===== config.mk =====
export PLATFORM = sky130hd
export DESIGN_NAME = rtc_calendar_counter
export DESIGN_NICKNAME = d
export VERILOG_FILES = /design/src/rtc_pkg.sv /design/src/rtc_advance.sv /design/src/rtc_calendar_counter.sv
export SDC_FILE = /design/constraint.sdc
export NUM_CORES = 1
export LEC_CHECK = 0
export BUFFER_PORTS_ARGS = -buffer_cell sky130_fd_sc_hd__buf_2
export CORE_MARGIN = 2
export CORE_UTILIZATION = 55
export DETAILED_ROUTE_END_ITERATION = 10
export PLACE_DENSITY_LB_ADDON = 0.1
export SETUP_SLACK_MARGIN = 0.4
export SLEW_MARGIN = 20
export SYNTH_ARGS = -nofsm -noshare
export SYNTH_HDL_FRONTEND = slang
export SYNTH_SLANG_ARGS = --single-unit

===== constraint.sdc =====
create_clock -name clk_i -period 4.4 [get_ports clk_i]
set_clock_uncertainty 0.05 [all_clocks]
set_input_delay 0.88 -clock clk_i [delete_from_list [all_inputs] [get_ports clk_i]]
set_output_delay 0.88 -clock clk_i [all_outputs]
set_load 0.005 [all_outputs]

===== src/rtc_pkg.sv =====
package rtc_pkg;

  localparam logic OP_TICK = 1'b0;
  localparam logic OP_LOAD = 1'b1;

  localparam logic [10:0] MS_PER_SEC   = 11'd1000;
  localparam logic [6:0]  SEC_PER_MIN  = 7'd60;
  localparam logic [6:0]  MIN_PER_HOUR = 7'd60;
  localparam logic [5:0]  HOUR_PER_DAY = 6'd24;
  localparam logic [4:0]  MONTHS       = 5'd12;
  localparam logic [4:0]  FEB_LEAP_LEN = 5'd29;
  localparam logic [3:0]  MONTH_FEB    = 4'd2;
  localparam logic [7:0]  TICKS_RESET  = 8'd6;

  typedef struct packed {
    logic [9:0] ms;
    logic [5:0] sec;
    logic [5:0] min;
    logic [4:0] hour;
    logic [4:0] day;
    logic [3:0] month;
    logic [7:0] year;
  } cal_t;

  // Gregorian rule folded onto an 8-bit year: 0 is a leap year, 100 and 200 are not
  function automatic logic is_leap(input logic [7:0] year);
    is_leap = (year[1:0] == 2'b00) && (year != 8'd100) && (year != 8'd200);
  endfunction

  function automatic logic [4:0] month_len(input logic [3:0] month, input logic [7:0] year);
    case (month)
      4'd2:    month_len = 5'd28;
      4'd4:    month_len = 5'd30;
      4'd6:    month_len = 5'd30;
      4'd9:    month_len = 5'd30;
      4'd11:   month_len = 5'd30;
      default: month_len = 5'd31;
    endcase
    if ((month == MONTH_FEB) && is_leap(year)) begin
      month_len = FEB_LEAP_LEN;
    end
  endfunction

endpackage


===== src/rtc_advance.sv =====
module rtc_advance (
  input  rtc_pkg::cal_t cal_i,
  output rtc_pkg::cal_t cal_o
);
  import rtc_pkg::*;

  logic [10:0] ms_inc;
  logic [6:0]  sec_inc;
  logic [6:0]  min_inc;
  logic [5:0]  hour_inc;
  logic [5:0]  day_inc;
  logic [4:0]  month_inc;
  logic [4:0]  day_limit;

  assign ms_inc    = {1'b0, cal_i.ms} + 11'd1;
  assign sec_inc   = {1'b0, cal_i.sec} + 7'd1;
  assign min_inc   = {1'b0, cal_i.min} + 7'd1;
  assign hour_inc  = {1'b0, cal_i.hour} + 6'd1;
  assign day_inc   = {1'b0, cal_i.day} + 6'd1;
  assign month_inc = {1'b0, cal_i.month} + 5'd1;
  assign day_limit = month_len(cal_i.month, cal_i.year);

  // ripple the carry upward; each field only moves when everything below wrapped
  always_comb begin
    cal_o = cal_i;
    cal_o.ms = ms_inc[9:0];
    if (ms_inc >= MS_PER_SEC) begin
      cal_o.ms  = '0;
      cal_o.sec = sec_inc[5:0];
      if (sec_inc >= SEC_PER_MIN) begin
        cal_o.sec = '0;
        cal_o.min = min_inc[5:0];
        if (min_inc >= MIN_PER_HOUR) begin
          cal_o.min  = '0;
          cal_o.hour = hour_inc[4:0];
          if (hour_inc >= HOUR_PER_DAY) begin
            cal_o.hour = '0;
            cal_o.day  = day_inc[4:0];
            if (day_inc > {1'b0, day_limit}) begin
              cal_o.day   = 5'd1;
              cal_o.month = month_inc[3:0];
              if (month_inc > MONTHS) begin
                cal_o.month = 4'd1;
                cal_o.year  = cal_i.year + 8'd1;
              end
            end
          end
        end
      end
    end
  end

endmodule


===== src/rtc_calendar_counter.sv =====
// Each accepted input beat is registered and yields its result beat in the following cycle.
// Throughput: one item per cycle while out_ready_i is high; the carry chain
// through all calendar fields is a single combinational pass between the state registers.
// Reset: asynchronous, active low; calendar returns to day 1, month 1, year 0,
// counters and prescaler clear, the prescaler limit returns to 6.
module rtc_calendar_counter (
  input  logic       clk_i,
  input  logic       rst_ni,
  input  logic       cfg_valid_i,
  output logic       cfg_ready_o,
  input  logic [7:0] cfg_data_i,
  input  logic       in_valid_i,
  output logic       in_ready_o,
  input  logic       opcode_i,
  input  logic [9:0] set_ms_i,
  input  logic [5:0] set_sec_i,
  input  logic [5:0] set_min_i,
  input  logic [4:0] set_hour_i,
  input  logic [4:0] set_day_i,
  input  logic [3:0] set_month_i,
  input  logic [7:0] set_year_i,
  output logic       out_valid_o,
  input  logic       out_ready_i,
  output logic [9:0] time_ms_o,
  output logic [5:0] time_sec_o,
  output logic [5:0] time_min_o,
  output logic [4:0] time_hour_o,
  output logic [4:0] time_day_o,
  output logic [3:0] time_month_o,
  output logic [7:0] time_year_o,
  output logic [15:0] running_ms_o
);
  import rtc_pkg::*;

  cal_t        cal_q, cal_d, cal_adv;
  logic [7:0]  sub_tick_q, sub_tick_d;
  logic [15:0] free_ms_q, free_ms_d;
  logic [7:0]  ticks_q;
  logic        out_valid_q, out_valid_d;
  logic [7:0]  sub_inc;
  logic        ms_done;
  logic        in_fire;

  rtc_advance u_advance (
    .cal_i (cal_q),
    .cal_o (cal_adv)
  );

  // the state registers double as the result register
  assign in_ready_o  = !out_valid_q || out_ready_i;
  assign in_fire     = in_valid_i && in_ready_o;
  assign cfg_ready_o = 1'b1;

  assign sub_inc = sub_tick_q + 8'd1;
  assign ms_done = (sub_inc >= ticks_q);

  always_comb begin
    cal_d       = cal_q;
    sub_tick_d  = sub_tick_q;
    free_ms_d   = free_ms_q;
    out_valid_d = out_valid_q && !out_ready_i;
    if (in_fire) begin
      out_valid_d = 1'b1;
      if (opcode_i == OP_LOAD) begin
        cal_d.ms    = set_ms_i;
        cal_d.sec   = set_sec_i;
        cal_d.min   = set_min_i;
        cal_d.hour  = set_hour_i;
        cal_d.day   = set_day_i;
        cal_d.month = set_month_i;
        cal_d.year  = set_year_i;
      end else if (ms_done) begin
        sub_tick_d = '0;
        free_ms_d  = free_ms_q + 16'd1;
        cal_d      = cal_adv;
      end else begin
        sub_tick_d = sub_inc;
      end
    end
  end

  always_ff @(posedge clk_i or negedge rst_ni) begin
    if (!rst_ni) begin
      cal_q       <= '{ms: '0, sec: '0, min: '0, hour: '0, day: 5'd1, month: 4'd1, year: '0};
      sub_tick_q  <= '0;
      free_ms_q   <= '0;
      ticks_q     <= TICKS_RESET;
      out_valid_q <= 1'b0;
    end else begin
      cal_q       <= cal_d;
      sub_tick_q  <= sub_tick_d;
      free_ms_q   <= free_ms_d;
      out_valid_q <= out_valid_d;
      if (cfg_valid_i) begin
        ticks_q <= cfg_data_i;
      end
    end
  end

  assign out_valid_o  = out_valid_q;
  assign time_ms_o    = cal_q.ms;
  assign time_sec_o   = cal_q.sec;
  assign time_min_o   = cal_q.min;
  assign time_hour_o  = cal_q.hour;
  assign time_day_o   = cal_q.day;
  assign time_month_o = cal_q.month;
  assign time_year_o  = cal_q.year;
  assign running_ms_o = free_ms_q;

`ifndef NO_ASSERTIONS
  a_fire_gives_result: assert property (@(posedge clk_i) disable iff (!rst_ni)
    in_fire |=> out_valid_q)
    else $error("accepted beat produced no result");

  a_load_keeps_counters: assert property (@(posedge clk_i) disable iff (!rst_ni)
    (in_fire && (opcode_i == OP_LOAD)) |=> ($stable(free_ms_q) && $stable(sub_tick_q)))
    else $error("load disturbed prescaler or running count");

  a_ms_step_clears_prescaler: assert property (@(posedge clk_i) disable iff (!rst_ni)
    (in_fire && (opcode_i == OP_TICK)) ##1 (free_ms_q != $past(free_ms_q))
      |-> (sub_tick_q == 8'd0))
    else $error("millisecond advanced without clearing prescaler");
`endif

endmodule


==> flow_summary.yaml <==
sta:
  fin_crit_ns: 3.74
  rsz0062_at_grt: "no"
  slew_headroom: 0.332
  tightest_slew_ns: 0.999
  fmax_mhz: 268
  fin_setup_tns_ns: 0
  setup-violations-final: 0
  slew_viol_final: 0
  hold_violations: 0
  period_share: 0.849
  hold_ws_ns: 0.438
cts:
  cts_max_level: 3
  clock_path_buffers: 2
  clk_pin_slew_ns: 0.08
  clock_sinks: 77
  cts_tree: "built"
  clk_latency_ns: 0.35
  post_cts.repair.setup_buffers: 0
  cts_made_buffers: 9
  cts_root_buf: "clkbuf_8"
placement:
  io_buffers: 119
  gp_congestion: 0.889
  post_dp_cell_area_mm2: 0.00575
  dp_hpwl_mm: 9.56
detailed_routing:
  drt_wl_total_mm: 13.4
  drcViolationCount: 0
  wl_per_cell_um: 16.9
  drtIter0Drc: 242
  viasPerCell: 6.04
  antenna_left: 0
  via_count: 4786
  first_pass_iters: 5
setup_path:
  critPathKind: "reg -> reg"
  cp.buffers_inverters: 1
  critPathTopFamily: "compound AO/OA/AOI/OAI gates"
  worst-path-max-fanout: 8
  crit_top_cell: "ha_1"
  arrival_ns: 3.93
  startpoint_type: "register"
  path_cells: "inv_1, ha_1, o211a_1, a211oi_1, ha_1, nand2_1, o2111a_2, and2_2, nor2_2, or4b_4, a211oi_4, mux2_4"
  end_kind: "register"
  critPathMaxStageDelay_ns: 0.61
  required_ns: 4.59
  worst_path_max_delay_cell: "dfstp_2"
logic_synthesis:
  syn_area_mm2: 0.00509
  syn_area_per_cell_um2: 8.97
  synthXorXnorAreaFrac: 0.0395
  synth.top_cell.area_share: 0.359
  synthFlopType: "dfrtp_1"
  yosysWarnings: 0
  synth_top_family_by_area: "compound AO/OA/AOI/OAI gates"
  yosys.area_share.adder: 0.0634
  synthSimpleGateAreaFrac: 0.207
  ys_async_sr_fraction: 1.00
  synth_seq_cells: 77
  yosysTopAreaCell: "dfrtp_1"
  synthMuxAreaShare: 0.0356
  synthTopCellsByArea: "dfrtp_1 (36%), ha_1 (6.1%), nand2_1 (4.3%)"
  synth_compound_area_frac: 0.229
  synth_cells: 568
  yosysSeqAreaShare: 0.379
  syn_nets: 651
  synth_cell_types: 78
  synth_edf_count: 0
die:
  die-area_mm2: 0.0100
  dieWidth_um: 100
  ios: 121
  die_h_um: 100
  fp-row-count: 35
  initial_utilization: 0.559
  core-area_mm2: 0.00911
cells_and_area:
  final_nets: 760
  area_growth_pct: 16.1
  final-seq-area_mm2: 0.00193
  design_area_mm2: 0.00591
  n_antenna_cell: 0
  fillers: 810
  drive_gt1_frac: 0.252
  multi_input_area_mm2: 0.00293
outcome:
  status: "finished clean"
grt:
  grt_pass1_wl_mm: 21.9
  grt_overflow: 0
  grt_pass1_vias: 4520
  grtUsageTotal: 0.270
  antenna_found_initial: 0
  grt_max_degree: 78
pwr:
  p_per_area_mw_per_mm2: 369
  ir_drop_mv: 0.167
  cellLeakagePower_uw: 0.00289
run:
  drv_cap: 0
min_path:
  hp-class: "reg -> reg"
metrics by stage:
| step | cells | power (uW) | setup WS, ns | utilization |
|---|---|---|---|---|
| 6_report | 793 | 2180 | 0.663 | 0.649 |
| 2_1_floorplan | 568 | 1430 | 1.00 | - |
| 4_1_cts | 793 | 2190 | 0.677 | 0.649 |
| 5_1_grt | 793 | 2340 | 0.510 | 0.649 |
| 3_5_place_dp | 777 | 1720 | 0.699 | 0.631 |
| 3_3_place_gp | 777 | 1680 | 0.861 | 0.631 |
flip-flops by register name (all words and copies together) (netlist names):
register and flops:
time_year_o 8, ticks_q 8, time_sec_o 6, time_min_o 6, time_day_o 5, time_hour_o 5, running_ms_o 16, sub_tick_q 8
time_ms_o 10, out_valid_o 1, time_month_o 4
cells in the final DEF (no fill, tap or decap), types with 3 or more instances in the layout:
cell type / instances
a21oi_1: 19
buf_4: 5
nand2_1: 58
o211ai_1: 4
mux2i_1: 5
clkbuf_8: 9
o211a_1: 3
nand2b_1: 5
nand3_1: 37
ha_1: 25
and3_1: 14
nand4_1: 9
a32oi_1: 8
a22o_1: 4
xor2_1: 10
dfrtp_1: 73
nor2b_1: 8
a211oi_1: 6
mux2_2: 9
buf_2: 118
dfstp_2: 4
o22ai_1: 10
a31oi_1: 10
a2111oi_0: 3
a32o_1: 12
o31ai_1: 3
and2_1: 6
clkbuf_1: 3
a21o_1: 4
nor2_1: 29
nor4_1: 6
a22oi_1: 11
o21ai_0: 42
xnor2_1: 13
inv_1: 29
nor3_1: 10
final cells by class:
class | count | share of cell area
Timing Repair Buffer | 124 | 0.108
Multi-Input combinational cell | 435 | 0.496
Clock inverter | 4 | 0.00423
Inverter | 30 | 0.0190
Clock buffer | 12 | 0.0228
Tap cell | 111 | 0.0235
Sequential cell | 77 | 0.327
logic make-up after synthesis:
| kind of cell | after synthesis |
|---|---|
| simple gates | 205 |
| compound gates | 164 |
| flops | 77 |
| buf+inv | 56 |
| fa+ha+maj | 26 |
| xor+xnor | 23 |
| mux | 16 |
| other cells | 1 |
per-layer routing:
| layer | global-route usage | routed length, um |
|---|---|---|
| met1 | 0.379 | 6250 |
| met2 | 0.438 | 6190 |
| met3 | 0.0529 | 868 |
| met4 | 0.0516 | 109 |
| met5 | 0 | 0 |
what timing repair did:
action | CTS | global route
hold buffers | 0 | 0
resized for setup | 0 | 1
setup endpoints to repair | 0 | 1
hold endpoints to repair | 0 | 0
Yosys cell counts, drive strengths merged (4+ instances only):
| cell type | instances |
|---|---|
| nor3 | 11 |
| nand2b | 5 |
| mux2i | 5 |
| and2 | 7 |
| inv | 29 |
| o22ai | 10 |
| dfrtp | 73 |
| a32oi | 8 |
| mux2 | 11 |
| a21oi | 20 |
| ha | 25 |
| o21ai | 44 |
| o211ai | 4 |
| dfstp | 4 |
| nor4 | 6 |
| a21o | 4 |
| nand4 | 9 |
| nand2 | 59 |
| nand3 | 38 |
| a211oi | 7 |
| a31oi | 10 |
| a22o | 4 |
| xnor2 | 13 |
| xor2 | 10 |
| a22oi | 11 |
| nor2 | 31 |
| buf | 9 |
| and3 | 17 |
| nor2b | 9 |
| clkbuf | 17 |
| a32o | 12 |
worst paths after layout:
kind,from,to,slack (ns),cells past startpoint
min reg2reg,running_ms_o[14],running_ms_o[14],0.44,1
max reg2reg,time_month_o[0],time_year_o[0],0.66,12
max,time_month_o[0],time_year_o[0],0.66,12
max in group asynchronous,rst_ni,time_year_o[0],3.30,1
min,running_ms_o[14],running_ms_o[14],0.44,1
min in group asynchronous,rst_ni,ticks_q[0],0.50,1
power by group:
part | internal, uW | total [uW] | leakage [uW] | switching, uW
Clock | 204 | 473 | 0.0000764 | 269
Combinational | 318 | 690 | 0.00184 | 372
Sequential | 833 | 1020 | 0.000975 | 187
Total | 1350 | 2180 | 0.00289 | 828
Note: power is estimated with default switching activity, not from simulation.
